`config.mk`:
```
export PLATFORM = sky130hd
export DESIGN_NAME = mvm_queue
export DESIGN_NICKNAME = d
export VERILOG_FILES = /design/src/sv/mvm_pkg.sv /design/src/sv/mvm_queue.sv
export SDC_FILE = /design/constraint.sdc
export NUM_CORES = 1
export LEC_CHECK = 0
export BUFFER_PORTS_ARGS = -buffer_cell sky130_fd_sc_hd__buf_2
export CORE_AREA = 2 2 121 123
export DETAILED_ROUTE_END_ITERATION = 8
export DIE_AREA = 0 0 123 125
export PLACE_DENSITY = 0.67
export SETUP_SLACK_MARGIN = 0.2
export SLEW_MARGIN = 20
export SYNTH_ARGS = -nofsm -noshare
export SYNTH_HDL_FRONTEND = slang
export SYNTH_SLANG_ARGS = --single-unit
export TNS_END_PERCENT = 5
```
`constraint.sdc`:
```
create_clock -name i_clk -period 2.4 [get_ports i_clk]
set_input_delay 0.48 -clock i_clk [delete_from_list [all_inputs] [get_ports i_clk]]
set_output_delay 0.48 -clock i_clk [all_outputs]
set_load 0.005 [all_outputs]
```
`src/sv/mvm_pkg.sv`:
```
// Shared types and constants for the matrix-vector multiply block.
package mvm_pkg;

    // Field widths
    localparam int MVM_VAL_W   = 16;
    localparam int MVM_IDX_W   = 10;
    localparam int MVM_CNT_W   = 11;
    localparam int MVM_PROD_W  = 32;
    localparam int MVM_SUM_W   = 48;

    // Largest row length and row count a register may select
    localparam logic [MVM_CNT_W-1:0] MVM_COUNT_LIMIT = 11'd1024;

    // Configuration register indexes
    localparam logic MVM_CFG_COLS = 1'b0;
    localparam logic MVM_CFG_ROWS = 1'b1;

    // Queue between front and back
    localparam int MVM_Q_DEPTH = 4;
    localparam int MVM_QPTR_W  = $clog2(MVM_Q_DEPTH);
    localparam int MVM_QCNT_W  = $clog2(MVM_Q_DEPTH + 1);

    // Item mode codes
    localparam logic MVM_MODE_LOAD   = 1'b0;
    localparam logic MVM_MODE_MATRIX = 1'b1;

    // One matrix operation handed from front to back
    typedef struct packed {
        logic signed [MVM_VAL_W-1:0] value;
        logic signed [MVM_VAL_W-1:0] vec;
        logic                        end_row;
        logic [MVM_IDX_W-1:0]        row_index;
        logic                        last_row;
    } t_mvm_entry;

endpackage

```
`src/sv/mvm_queue.sv`:
```
// Short queue of matrix operations between front and back.
module mvm_queue (
    input  logic                           i_clk,
    input  logic                           i_rst_n,
    input  logic                           i_push,
    input  mvm_pkg::t_mvm_entry            i_entry,
    output logic                           o_valid,
    output mvm_pkg::t_mvm_entry            o_entry,
    input  logic                           i_ready,
    output logic [mvm_pkg::MVM_QCNT_W-1:0] o_count
);
    import mvm_pkg::*;

    t_mvm_entry              r_slot [MVM_Q_DEPTH];
    logic [MVM_QPTR_W-1:0]   r_wptr, r_rptr;
    logic [MVM_QCNT_W-1:0]   r_count, n_count;
    logic                    pop;

    assign o_valid = r_count != '0;
    assign o_entry = r_slot[r_rptr];
    assign o_count = r_count;
    assign pop     = o_valid && i_ready;

    always_comb begin
        n_count = r_count;
        if (i_push && !pop) begin
            n_count = r_count + MVM_QCNT_W'(1);
        end else if (!i_push && pop) begin
            n_count = r_count - MVM_QCNT_W'(1);
        end
    end

    // Advance pointers and count
    always_ff @(posedge i_clk) begin
        if (!i_rst_n) begin
            r_wptr  <= '0;
            r_rptr  <= '0;
            r_count <= '0;
        end else begin
            r_count <= n_count;
            if (i_push) begin
                r_wptr <= r_wptr + MVM_QPTR_W'(1);
            end
            if (pop) begin
                r_rptr <= r_rptr + MVM_QPTR_W'(1);
            end
        end
    end

    // Store the pushed operation
    always_ff @(posedge i_clk) begin
        if (i_push) begin
            r_slot[r_wptr] <= i_entry;
        end
    end
endmodule

```
==> qor.txt <==
Outcome -> finished, final reports clean
FF+latch count, synth -> 185
Layout cells sized above 1 -> 0.4619
Yosys warns -> 0
Antenna Nets Post-Route -> 0
Routed WL -> 11,620 um
Max_cap viols -> 0
CP endpoint kind -> primary output
# setup viols final -> 0
Placed cell count -> 554
Num rows -> 44
Later-pin clock latency in the skew report -> 420 ps
Slew @ Worst Pin -> 392.9 ps
Fin crit period -> 2255 ps
Final hold viol count -> 0
Leakage -> 2.800 nW
Worst r2r src -> o_count[1]
Inserted Clock Buffers -> 17
R2R setup slack -> 320 ps
Largest net degree at the start of global routing -> 26
Post-synthesis sequential area ratio -> 0.7966
Final worst slack -> 145.1 ps
Final Cycle Share -> 0.9395
Drt drc -> 0
Arrival time worst endpoint -> 1770 ps
Clock Path Buffers -> 2
Clock transition at the registers of the reported paths -> 60 ps
H-tree levels -> 4
Crit-path max FO -> 8
Crit path cell chain -> buf_12, buf_16, mux4_2, buf_2
Most common cell after layout, fill and taps aside -> edfxtp_1
Vias per std cell -> 5.217
Drt initial violations -> 316
Antenna Cells -> 0
Setup slack at placement -> 301.8 ps
Power Dens Cells -> 989.9 nW/um^2
Reg2reg end -> o_count[2]
Nets -> 448
Storage cell area -> 5470 um^2
Die area -> 15,380 um^2
Sink Count -> 185
GP Congestion -> 0.6705
Synth area leaders -> edfxtp_1, mux4_2, dfxtp_1
Final worst clock skew -> 5.823 ps
Hold path startpoint -> i_entry[5]
Worst Hold Path Cells -> 1
Top cell type's share of synthesized area -> 0.7704
Yosys cell types -> 21
Most frequent cells in the layout -> edfxtp_1, buf_2, mux4_2
Layout fillers -> 1,078
Final setup TNS -> 0 ps
F_max -> 443.5 MHz
Cts hold-fix bufs -> 0
HPWL after detailed placement -> 6851 um
Core ar. -> 14,200 um^2
Global-route wire length before repair -> 18,260 um
Ports -> 96
Hold Crit Class -> in2reg
Area of the multi-input gates -> 1284 um^2
Slowest cell on the critical path -> mux4_2
Gr usage total -> 0.1656
Worst path max stage delay -> 490 ps
Crit Path Class -> reg2out
Biggest area consumer among synthesized cells -> edfxtp_1
Startpoint Class -> flop
Die X -> 123 um
Relative max-transition margin -> 0.7381
CP Data Required Time -> 1920 ps
DRT Pass-1 Iters -> 4
Via Count -> 3,083
Max Slew Vio Count -> 0
Number of global-route vias before repair -> 3,343
FF-to-FF path depth -> 7
Synth-to-Final Area Change -> 19.61%
Synth Cell Area -> 6860 um^2
Die height -> 125 um
Worst Hold Endpoint -> r_slot[3][5]
Routed WL per cell -> 19.66 um
Port Buf Inserts -> 95
Syn_area_per_cell -> 25.22 um^2
Non-Filler Instances -> 591
RSZ-0062 raised after global routing -> true
CTS tree -> yes
Grt ovf -> 0
CTS root buffer -> clkbuf_16
Initial Util -> 0.4830
Synth Instances -> 272
Maximum VDD drop -> 520.7 uV
Syn nets -> 326
Antenna violations before repair -> 0
-- repair_timing --
item                                    CTS  global route
cloned                                    1             0
resized for setup                         5             2
endpoints found under the setup margin   39            44
setup buffers                             3             1
-- per-stage QoR --
step           instance area [um^2]    util  power, W  hold slack [ps]
2_1_floorplan                  6860       -  0.005025            522.1
3_3_place_gp                   7570  0.5329  0.005505            532.0
3_5_place_dp                   7570  0.5329  0.005552            551.3
4_1_cts                        8187  0.5764  0.008225            247.3
5_1_grt                        8205  0.5777  0.008510            248.2
6_report                       8205  0.5777  0.008122            270.6
-- worst max-delay path: cells and delay by family, from the launching register on --
kind	cells	cell delay, ps
buffers and inverters	3	400
DFF	1	450
muxes	1	490
-- Yosys cell counts (all sizes together) --
library cell and instances:
clkbuf 1, mux2i 2, xor2 2, edfxtp 176, or3 2, dfxtp 9
inv 3, a21boi 1, nor2b 2, xnor2 3, o31ai 1, and2 9
mux4 44, buf 9, fa 1, ha 5, o311ai 1, o21ai 1
-- final cells by class --
type                    instances  share of cell area
flip-flops and latches        185              0.6667
multi-input cells              74              0.1564
repair buffers                113             0.08173
clock buffers                  19             0.05276
well taps                     184             0.02806
clock inverters                13             0.01296
inverters                       3            0.001372
-- worst max path at each step --
stage / startpoint / to / slack [ps] / cells after the start
2_1_floorplan: r_wptr[0] / r_slot[2][0] / 400 / 3
3_3_place_gp: i_ready / o_count[2] / 400 / 8
3_5_place_dp: o_count[1] / o_count[2] / 300 / 7
4_1_cts: flop / o_entry[29] / 90 / 4
5_1_grt: flop / o_entry[27] / 70 / 4
6_report: flop / o_entry[31] / 150 / 4
-- sequential cells by signal (all words and copies together), names as in the netlist, named ones only --
signal / count
r_rptr: 2
r_slot: 176
o_count: 3
r_wptr: 2
-- cell families (layout without fill, tap and decap cells) --
logic type                 Yosys count  count (layout)  share of synthesized area
AOI/OAI and AO/OA                    4               4                   0.004924
buffers and inverters               13             148                    0.01860
adders and majority gates            6               6                    0.01204
xor gates and xnor gates             5               5                   0.006385
DFF                                185             185                     0.7966
and+or+nand+nor                     13              13                    0.01185
muxes                               46              46                     0.1496
-- layer usage --
| layer | up-vias | share of wire | track usage |
|---|---|---|---|
| met1 | 1597 | 0.44 | 0.2214 |
| met2 | 73 | 0.50 | 0.2580 |
| met4 | 0 | 0.014 | 0.05615 |
| met5 | - | 0 | 0 |
| met3 | 17 | 0.053 | 0.05566 |
| li1 | 1396 | - | - |
-- power breakdown --
group	internal, W	switching (W)	leakage [nW]	total (W)
logic	0.00103	0.000733	0.861	0.00176
clock network	0.00141	0.00110	0.247	0.00251
registers	0.00374	0.000117	1.69	0.00385
total	0.00617	0.00195	2.80	0.00812
Note: power is estimated with default switching activity, not from simulation.
