--- config.mk ---
export PLATFORM = sky130hd
export DESIGN_NAME = mvm_back_flat
export DESIGN_NICKNAME = d
export VERILOG_FILES = /design/src/sv/mvm_pkg.sv /design/src/sv/mvm_out_if.sv /design/src/sv/mvm_back.sv /design/src/flat_wrapper.sv
export SDC_FILE = /design/constraint.sdc
export NUM_CORES = 1
export LEC_CHECK = 0
export BUFFER_PORTS_ARGS = -buffer_cell sky130_fd_sc_hd__buf_4
export CAP_MARGIN = 15
export CORE_MARGIN = 4
export CORE_UTILIZATION = 28
export CTS_CLUSTER_DIAMETER = 200
export DETAILED_ROUTE_END_ITERATION = 7
export PLACE_DENSITY_LB_ADDON = 0.2
export SKIP_CTS_REPAIR_TIMING = 1
export SYNTH_ARGS = -nofsm -noshare
export SYNTH_HDL_FRONTEND = slang
export SYNTH_SLANG_ARGS = --single-unit
--- constraint.sdc ---
create_clock -name i_clk -period 7.5 [get_ports i_clk]
set_input_delay 0.75 -clock i_clk [delete_from_list [all_inputs] [get_ports i_clk]]
set_output_delay 0.75 -clock i_clk [all_outputs]
set_load 0.05 [all_outputs]
--- src/sv/mvm_pkg.sv ---
// Shared types and constants for the matrix-vector multiply block.
package mvm_pkg;

    // Field widths
    localparam int MVM_VAL_W   = 16;
    localparam int MVM_IDX_W   = 10;
    localparam int MVM_CNT_W   = 11;
    localparam int MVM_PROD_W  = 32;
    localparam int MVM_SUM_W   = 48;

    // Largest row length and row count a register may select
    localparam logic [MVM_CNT_W-1:0] MVM_COUNT_LIMIT = 11'd1024;

    // Configuration register indexes
    localparam logic MVM_CFG_COLS = 1'b0;
    localparam logic MVM_CFG_ROWS = 1'b1;

    // Queue between front and back
    localparam int MVM_Q_DEPTH = 4;
    localparam int MVM_QPTR_W  = $clog2(MVM_Q_DEPTH);
    localparam int MVM_QCNT_W  = $clog2(MVM_Q_DEPTH + 1);

    // Item mode codes
    localparam logic MVM_MODE_LOAD   = 1'b0;
    localparam logic MVM_MODE_MATRIX = 1'b1;

    // One matrix operation handed from front to back
    typedef struct packed {
        logic signed [MVM_VAL_W-1:0] value;
        logic signed [MVM_VAL_W-1:0] vec;
        logic                        end_row;
        logic [MVM_IDX_W-1:0]        row_index;
        logic                        last_row;
    } t_mvm_entry;

endpackage

--- src/sv/mvm_out_if.sv ---
// Output channel: one row sum per finished row.
interface mvm_out_if;
    logic               valid;
    logic               ready;
    logic signed [47:0] row_sum;
    logic [9:0]         row_index;
    logic               last_row;

    modport source (output valid, output row_sum, output row_index, output last_row,
                    input ready);
    modport sink   (input valid, input row_sum, input row_index, input last_row,
                    output ready);
endinterface

--- src/sv/mvm_back.sv ---
// Back end: multiply, accumulate each row, hold the row sum for the output channel.
module mvm_back (
    input  logic                i_clk,
    input  logic                i_rst_n,
    input  logic                i_valid,
    input  mvm_pkg::t_mvm_entry i_entry,
    output logic                o_ready,
    mvm_out_if.source           o_out
);
    import mvm_pkg::*;

    logic                         r_m_valid;
    logic signed [MVM_PROD_W-1:0] r_m_prod;
    logic                         r_m_end;
    logic [MVM_IDX_W-1:0]         r_m_row;
    logic                         r_m_last;

    logic signed [MVM_SUM_W-1:0]  r_acc;
    logic                         r_out_valid;
    logic signed [MVM_SUM_W-1:0]  r_out_sum;
    logic [MVM_IDX_W-1:0]         r_out_row;
    logic                         r_out_last;

    logic                         out_free, m_adv, take;
    logic signed [MVM_SUM_W-1:0]  sum;

    // A row end waits only for a free output register
    assign out_free = !r_out_valid || o_out.ready;
    assign m_adv    = r_m_valid && (!r_m_end || out_free);
    assign o_ready  = !r_m_valid || m_adv;
    assign take     = i_valid && o_ready;
    assign sum      = r_acc + MVM_SUM_W'(r_m_prod);

    always_ff @(posedge i_clk) begin
        if (!i_rst_n) begin
            r_m_valid   <= 1'b0;
            r_acc       <= '0;
            r_out_valid <= 1'b0;
        end else begin
            if (o_ready) begin
                r_m_valid <= i_valid;
            end
            // Accumulate; clear at row end
            if (m_adv) begin
                r_acc <= r_m_end ? '0 : sum;
            end
            if (m_adv && r_m_end) begin
                r_out_valid <= 1'b1;
            end else if (o_out.ready) begin
                r_out_valid <= 1'b0;
            end
        end
    end

    // Multiply stage
    always_ff @(posedge i_clk) begin
        if (take) begin
            r_m_prod <= MVM_PROD_W'($signed(i_entry.value)) *
                        MVM_PROD_W'($signed(i_entry.vec));
            r_m_end  <= i_entry.end_row;
            r_m_row  <= i_entry.row_index;
            r_m_last <= i_entry.last_row;
        end
    end

    // Capture the finished row
    always_ff @(posedge i_clk) begin
        if (m_adv && r_m_end) begin
            r_out_sum  <= sum;
            r_out_row  <= r_m_row;
            r_out_last <= r_m_last;
        end
    end

    assign o_out.valid     = r_out_valid;
    assign o_out.row_sum   = r_out_sum;
    assign o_out.row_index = r_out_row;
    assign o_out.last_row  = r_out_last;
endmodule

--- src/flat_wrapper.sv ---
// flat-port wrapper written by rule: the top's interface ports become plain ports
module mvm_back_flat import mvm_pkg::*;
  (i_clk, i_rst_n, i_valid, i_entry, o_ready, o_out_valid, o_out_row_sum, o_out_row_index, o_out_last_row, o_out_ready);
  mvm_out_if o_out_i ();
  input  logic i_clk;
  input  logic i_rst_n;
  input  logic i_valid;
  input  mvm_pkg::t_mvm_entry i_entry;
  output logic o_ready;
  output wire logic [$bits(o_out_i.valid)-1:0] o_out_valid;
  output wire logic [$bits(o_out_i.row_sum)-1:0] o_out_row_sum;
  output wire logic [$bits(o_out_i.row_index)-1:0] o_out_row_index;
  output wire logic [$bits(o_out_i.last_row)-1:0] o_out_last_row;
  input wire logic [$bits(o_out_i.ready)-1:0] o_out_ready;
  assign o_out_valid = o_out_i.valid;
  assign o_out_row_sum = o_out_i.row_sum;
  assign o_out_row_index = o_out_i.row_index;
  assign o_out_last_row = o_out_i.last_row;
  assign o_out_i.ready = o_out_ready;
  mvm_back u_core (.i_clk(i_clk), .i_rst_n(i_rst_n), .i_valid(i_valid), .i_entry(i_entry), .o_ready(o_ready), .o_out(o_out_i));
endmodule
==> results.txt, run 1 <==
Max H-tree Level - 4
clock transition at the registers of the reported paths - 0.06 ns
register bit count reported by yosys - 153
required time at the worst-slack endpoint - 7.69 ns
critical path class - in2reg
cell count after synthesis - 1779
measured slew at the worst slew-check pin - 0.935 ns
Post-synth ARST share - 0
Max Cap Viol - 0
sum of negative setup slack - 0 ns
clock tree from TritonCTS - yes
Final Max Slew Viols - 0
number of nets with antenna violations after routing - 0
Highest Clock Rate - 0.152 GHz
post-synthesis to final-layout area growth - 13.7%
cell type with the highest aggregate area in the netlist - sky130_fd_sc_hd__fa_1
count of TritonRoute iterations in the first routing pass - 5
die extent in x - 258 µm
unrepaired setup endpoints after global routing - no
worst-case register-to-register setup slack - 3.99 ns
number of library cell types mapped by synthesis - 71
detailed-route via count - 12068
vias in the first global route - 12927
syn_nets - 2219
Die ar. - 66400 µm²
launch point of the worst reg-to-reg path - u_core.r_m_prod[31]
initial cell density of the core - 0.283
clock root buffer - sky130_fd_sc_hd__clkbuf_16
post-layout minimum cycle time - 6.56 ns
Post-Syn Area - 17500 µm²
global-route wire length before repair - 70700 µm
global placer's final weighted congestion - 0.846
num rows - 91
TritonCTS Buffers - 17
most used flip-flop cell after synthesis - sky130_fd_sc_hd__edfxtp_1
number of nets at the end of the flow - 2295
hold-critical path endpoint - u_core.o_out.row_index[5]
top cells by area in the synthesized netlist - sky130_fd_sc_hd__fa_1 (30%), sky130_fd_sc_hd__edfxtp_1 (18%), sky130_fd_sc_hd__ha_1 (9.2%)
count of yosys warnings during synthesis - 0
clock latency at the later pin of the worst-skew pair - 0.45 ns
# setup viols final - 0
initial antenna violation count - 0
final worst clock skew - 0.00982 ns
reg-to-reg critical path endpoint - u_core.o_out.row_sum[47]
maximum buffer depth of the clock tree - 2
Worst setup SP type - input port
Max-slew headroom - 0.375
CORE AREA - 61700 µm²
via/cell ratio - 4.46
critical path peak fanout - 16
pin count of the biggest net entering global routing - 48
final HPWL from detailed placement - 35100 µm
boundary pin count - 109
portion of synthesized cell area occupied by the leading cell type - 0.301
commonest cells after routing, fill and taps aside - sky130_fd_sc_hd__inv_1 (342), sky130_fd_sc_hd__fa_1 (263), sky130_fd_sc_hd__nand2_1 (171), sky130_fd_sc_hd__ha_1 (129), sky130_fd_sc_hd__and2_1 (125)
Port-buffer cells - 108
data arrival time of the critical path - 6.76 ns
overflow left after global routing - 0
R2R depth - 10
drt first-iter violations - 448
portion of the post-synthesis area used by sequential elements - 0.234
mean post-synth cell area - 9.82 µm²
clock tree sinks - 153
final hold violation count - 0
number of enable flip-flop cells after synthesis - 103
worst hold-check path type - reg2reg
average wire per cell in the routed design - 15.7 µm
drt drc - 0
post-detailed-routing wire length - 42400 µm
outcome - completed
capturing element type of the critical path - register
Cells on Worst Hold Path - 0
fraction of final layout cells with drive strength greater than 1 - 0.0883
number of antenna diodes - 0
leading cell type in the layout, fill and taps excluded - sky130_fd_sc_hd__inv_1
final critical-path share of the clock period - 0.875
Die Ht - 258 µm
gr usage total - 0.131
Hold Crit Start - u_core.r_m_row[5]
[layer usage]
layer  vias up  GRT usage  part of all wire
li1       5891          -                 -
met3        31     0.0187             0.036
met4         0     0.0265             0.011
met2       209      0.210              0.45
met5         -          0                 0
met1      5937      0.189              0.50
[final cells by class]
class                      instances  area (µm²)
fill                            6447       41900
tap                              837        1050
sequential                       153        4090
timing repair buffer             117         878
inverter                         342        1280
clock buffer                      19         475
multi-input combinational       1224       11900
clock inverter                    13         176
[cells in the mapped netlist, types with 29 or more instances]
master	instances
sky130_fd_sc_hd__clkbuf_1	56
sky130_fd_sc_hd__inv_1	342
sky130_fd_sc_hd__a21oi_1	83
sky130_fd_sc_hd__xnor2_1	58
sky130_fd_sc_hd__ha_1	129
sky130_fd_sc_hd__o21ai_0	29
sky130_fd_sc_hd__nand2_1	171
sky130_fd_sc_hd__and2_1	125
sky130_fd_sc_hd__edfxtp_1	103
sky130_fd_sc_hd__a21o_1	39
sky130_fd_sc_hd__dfxtp_1	50
sky130_fd_sc_hd__nor2_1	72
sky130_fd_sc_hd__fa_1	263
[state kept, by name, summed over array words and instances (netlist names)]
signal / flops
u_core.o_out.row_sum: 48
u_core.r_acc: 48
u_core.r_m_prod: 32
u_core.o_out.row_index: 10
u_core.r_m_row: 10
u_core.o_out.last_row: 1
u_core.o_out.valid: 1
u_core.r_m_end: 1
u_core.r_m_last: 1
u_core.r_m_valid: 1
[how the worst max path moves through the flow]
stage	end	depth (start not counted)	slack [ns]	start
after floorplan	u_core.r_m_prod[31]	23	0.90	i_entry[43]
after global placement	u_core.r_m_prod[30]	23	0.54	i_entry[36]
after detailed placement	u_core.r_m_prod[30]	23	0.48	i_entry[36]
after CTS	u_core.r_m_prod[30]	23	0.95	i_entry[36]
after global routing	u_core.r_m_prod[30]	23	0.62	i_entry[36]
final	u_core.r_m_prod[30]	23	0.94	i_entry[36]
[kinds of logic (layout without fill, tap and decap cells)]
family          Yosys count  count (layout)  synth area share
flops                   153             153             0.234
buf+inv                 402             491            0.0865
simple gates            456             456             0.127
fa+ha+maj               392             392             0.394
xor+xnor                 78              78            0.0399
mux                       4               4           0.00236
compound gates          294             294             0.116
[critical path, stage by stage]
cell	delay, ns
sky130_fd_sc_hd__buf_4	0.18
sky130_fd_sc_hd__and2_1	0.19
sky130_fd_sc_hd__fa_1	0.54
sky130_fd_sc_hd__inv_1	0.05
sky130_fd_sc_hd__fa_1	0.46
sky130_fd_sc_hd__fa_1	0.52
sky130_fd_sc_hd__inv_1	0.05
sky130_fd_sc_hd__fa_1	0.49
sky130_fd_sc_hd__fa_1	0.49
sky130_fd_sc_hd__inv_1	0.05
sky130_fd_sc_hd__fa_1	0.47
sky130_fd_sc_hd__inv_1	0.04
sky130_fd_sc_hd__ha_1	0.33
sky130_fd_sc_hd__a21oi_1	0.20
sky130_fd_sc_hd__a21oi_1	0.11
sky130_fd_sc_hd__o41ai_1	0.42
sky130_fd_sc_hd__o32ai_1	0.24
sky130_fd_sc_hd__a2111oi_0	0.42
sky130_fd_sc_hd__buf_4	0.18
sky130_fd_sc_hd__o21a_1	0.16
sky130_fd_sc_hd__o2111ai_1	0.14
sky130_fd_sc_hd__a21oi_1	0.18
sky130_fd_sc_hd__xnor2_1	0.09
[metrics by stage]
| stage | cells | setup WS, ns | cell area [µm²] | hold WS (ns) | util |
|---|---|---|---|---|---|
| finish | 2705 | 0.937 | 19900 | 0.419 | 0.322 |
| global route | 2705 | 0.618 | 19900 | 0.427 | 0.322 |
| CTS | 2705 | 0.946 | 19900 | 0.420 | 0.322 |
| detailed placement | 2673 | 0.484 | 19200 | 0.405 | 0.311 |
| global placement | 2673 | 0.541 | 19200 | 0.401 | 0.311 |
| floorplan | 1779 | 0.900 | 17500 | 0.400 | - |
Power of run 1 is left out: the tool's default activity adds up to more than one toggle a clock period on the data nets, which glitch-free logic cannot reach.
==> run 2, diff against run 1 <==
--- a/config.mk
+++ b/config.mk
@@ -11,7 +11,8 @@
 export CORE_UTILIZATION = 28
 export CTS_CLUSTER_DIAMETER = 200
 export DETAILED_ROUTE_END_ITERATION = 7
-export PLACE_DENSITY_LB_ADDON = 0.2
+export PLACE_DENSITY_LB_ADDON = 0.12
+export RECOVER_POWER = 100
 export SKIP_CTS_REPAIR_TIMING = 1
 export SYNTH_ARGS = -nofsm -noshare
 export SYNTH_HDL_FRONTEND = slang
==> run 2 against run 1 <==
The flow now finishes with violations (max-capacitance violations, max-slew violations). Design area shrank 1.9%. Clock skew decreased by 0.0012 ns. Die area unchanged. First-iteration DRC count shrank 2.0%. Critical path type unchanged. Highest routed layer unchanged.
==> results.txt, run 2 (synthesis gave the netlist of run 1 again) <==
outcome - finished with violations
violations in the final reports - max-capacitance violations, max-slew violations
final hold violation count - 0
final worst clock skew - 0.00864 ns
Placed Cells - 2674
unrepaired setup endpoints after global routing - no
Bufs and invs on worst path - 6
critical path class - in2reg
capturing element type of the critical path - register
gr usage total - 0.138
die extent in x - 258 µm
data arrival time of the critical path - 6.82 ns
average wire per cell in the routed design - 16.5 µm
critical path peak fanout - 16
# setup viols final - 0
number of nets at the end of the flow - 2296
final core occ - 0.316
initial antenna violation count - 0
drt drc - 0
post-synthesis to final-layout area growth - 11.5%
Worst setup SP type - input port
final HPWL from detailed placement - 36500 µm
number of antenna diodes - 0
count of TritonRoute iterations in the first routing pass - 7
Most Frequent Cell on Critical Path - sky130_fd_sc_hd__fa_1
final critical-path share of the clock period - 0.884
Highest Clock Rate - 0.151 GHz
global placer's final weighted congestion - 0.799
Final Max Slew Viols - 165
drt first-iter violations - 439
detailed-route via count - 12153
post-layout minimum cycle time - 6.63 ns
CORE AREA - 61700 µm²
TritonCTS Buffers - 17
num rows - 91
launch point of the worst reg-to-reg path - u_core.r_m_end
global-route wire length before repair - 73800 µm
clock tree sinks - 153
Max Cap Viol - 5
clock tree from TritonCTS - yes
sum of negative setup slack - 0 ns
required time at the worst-slack endpoint - 7.69 ns
pin count of the biggest net entering global routing - 50
commonest cells after routing, fill and taps aside - sky130_fd_sc_hd__inv_1 (342), sky130_fd_sc_hd__fa_1 (263), sky130_fd_sc_hd__nand2_1 (171), sky130_fd_sc_hd__ha_1 (129), sky130_fd_sc_hd__and2_1 (120)
maximum buffer depth of the clock tree - 2
maximum cell stage delay along the critical path - 0.57 ns
vias in the first global route - 13188
worst hold-check path type - reg2reg
Hold Crit Start - u_core.r_m_row[9]
clock transition at the registers of the reported paths - 0.06 ns
Port-buffer cells - 108
clock latency at the later pin of the worst-skew pair - 0.44 ns
worst path cell trace - clkbuf_1 > nand2_1 > fa_1 > inv_1 > fa_1 > inv_1 > fa_1 > inv_1 > fa_1 > fa_1 > inv_1 > fa_1 > inv_1 > ha_1 > a211o_1 > a211oi_1 > o311ai_0 > a41o_1 > nor3_1 > o21bai_1 > a21oi_1 > xnor2_1
number of nets with antenna violations after routing - 0
Die Ht - 258 µm
final instance count without filler cells - 2706
leading cell type in the layout, fill and taps excluded - sky130_fd_sc_hd__inv_1
initial cell density of the core - 0.283
post-detailed-routing wire length - 44700 µm
Max H-tree Level - 4
boundary pin count - 109
clock root buffer - sky130_fd_sc_hd__clkbuf_16
Die ar. - 66400 µm²
via/cell ratio - 4.49
cell family contributing the most delay on the critical path - adder cells
Slowest cell on crit path - sky130_fd_sc_hd__clkbuf_1
overflow left after global routing - 0
first element of the critical path - i_entry[31]
measured slew at the worst slew-check pin - 2.85 ns
fraction of final layout cells with drive strength greater than 1 - 0.0460
Max-slew headroom - -0.900
[run 2: worst paths after layout]
| path | end | slack, ns | cells after the start |
|---|---|---|---|
| worst max-delay path | u_core.r_m_prod[31] | 0.87 | 22 |
| worst min-delay path | u_core.o_out.row_index[9] | 0.42 | 0 |
| worst max register to register | u_core.o_out.row_sum[28] | 2.19 | 5 |
| worst min register to register | u_core.o_out.row_index[9] | 0.42 | 0 |
[run 2: layer usage]
metal / routed length [µm] / part of all wire / GRT usage / vias to the layer above
li1: - / - / - / 5891
met1: 23000 / 0.52 / 0.200 / 6074
met2: 20300 / 0.45 / 0.227 / 166
met3: 992 / 0.022 / 0.0152 / 22
met4: 393 / 0.0088 / 0.0243 / 0
met5: 0 / 0 / 0 / -
[run 2: cell type report]
type	count	area, µm²
timing repair buffer	118	631
inverter	342	1280
sequential	153	4090
fill	6579	42200
clock buffer	23	489
tap	837	1050
multi-input combinational	1224	11800
clock inverter	9	111
[run 2: per-stage QoR]
stage / hold slack, ns / setup slack [ns] / area, µm²
final: 0.417 / 0.867 / 19500
after global routing: 0.425 / 0.449 / 19500
after CTS: 0.419 / 0.972 / 19800
after detailed placement: 0.405 / 0.518 / 19200
after global placement: 0.401 / 0.526 / 19200
after floorplan: 0.400 / 0.900 / 17500
Power of run 2 is left out for the same reason.
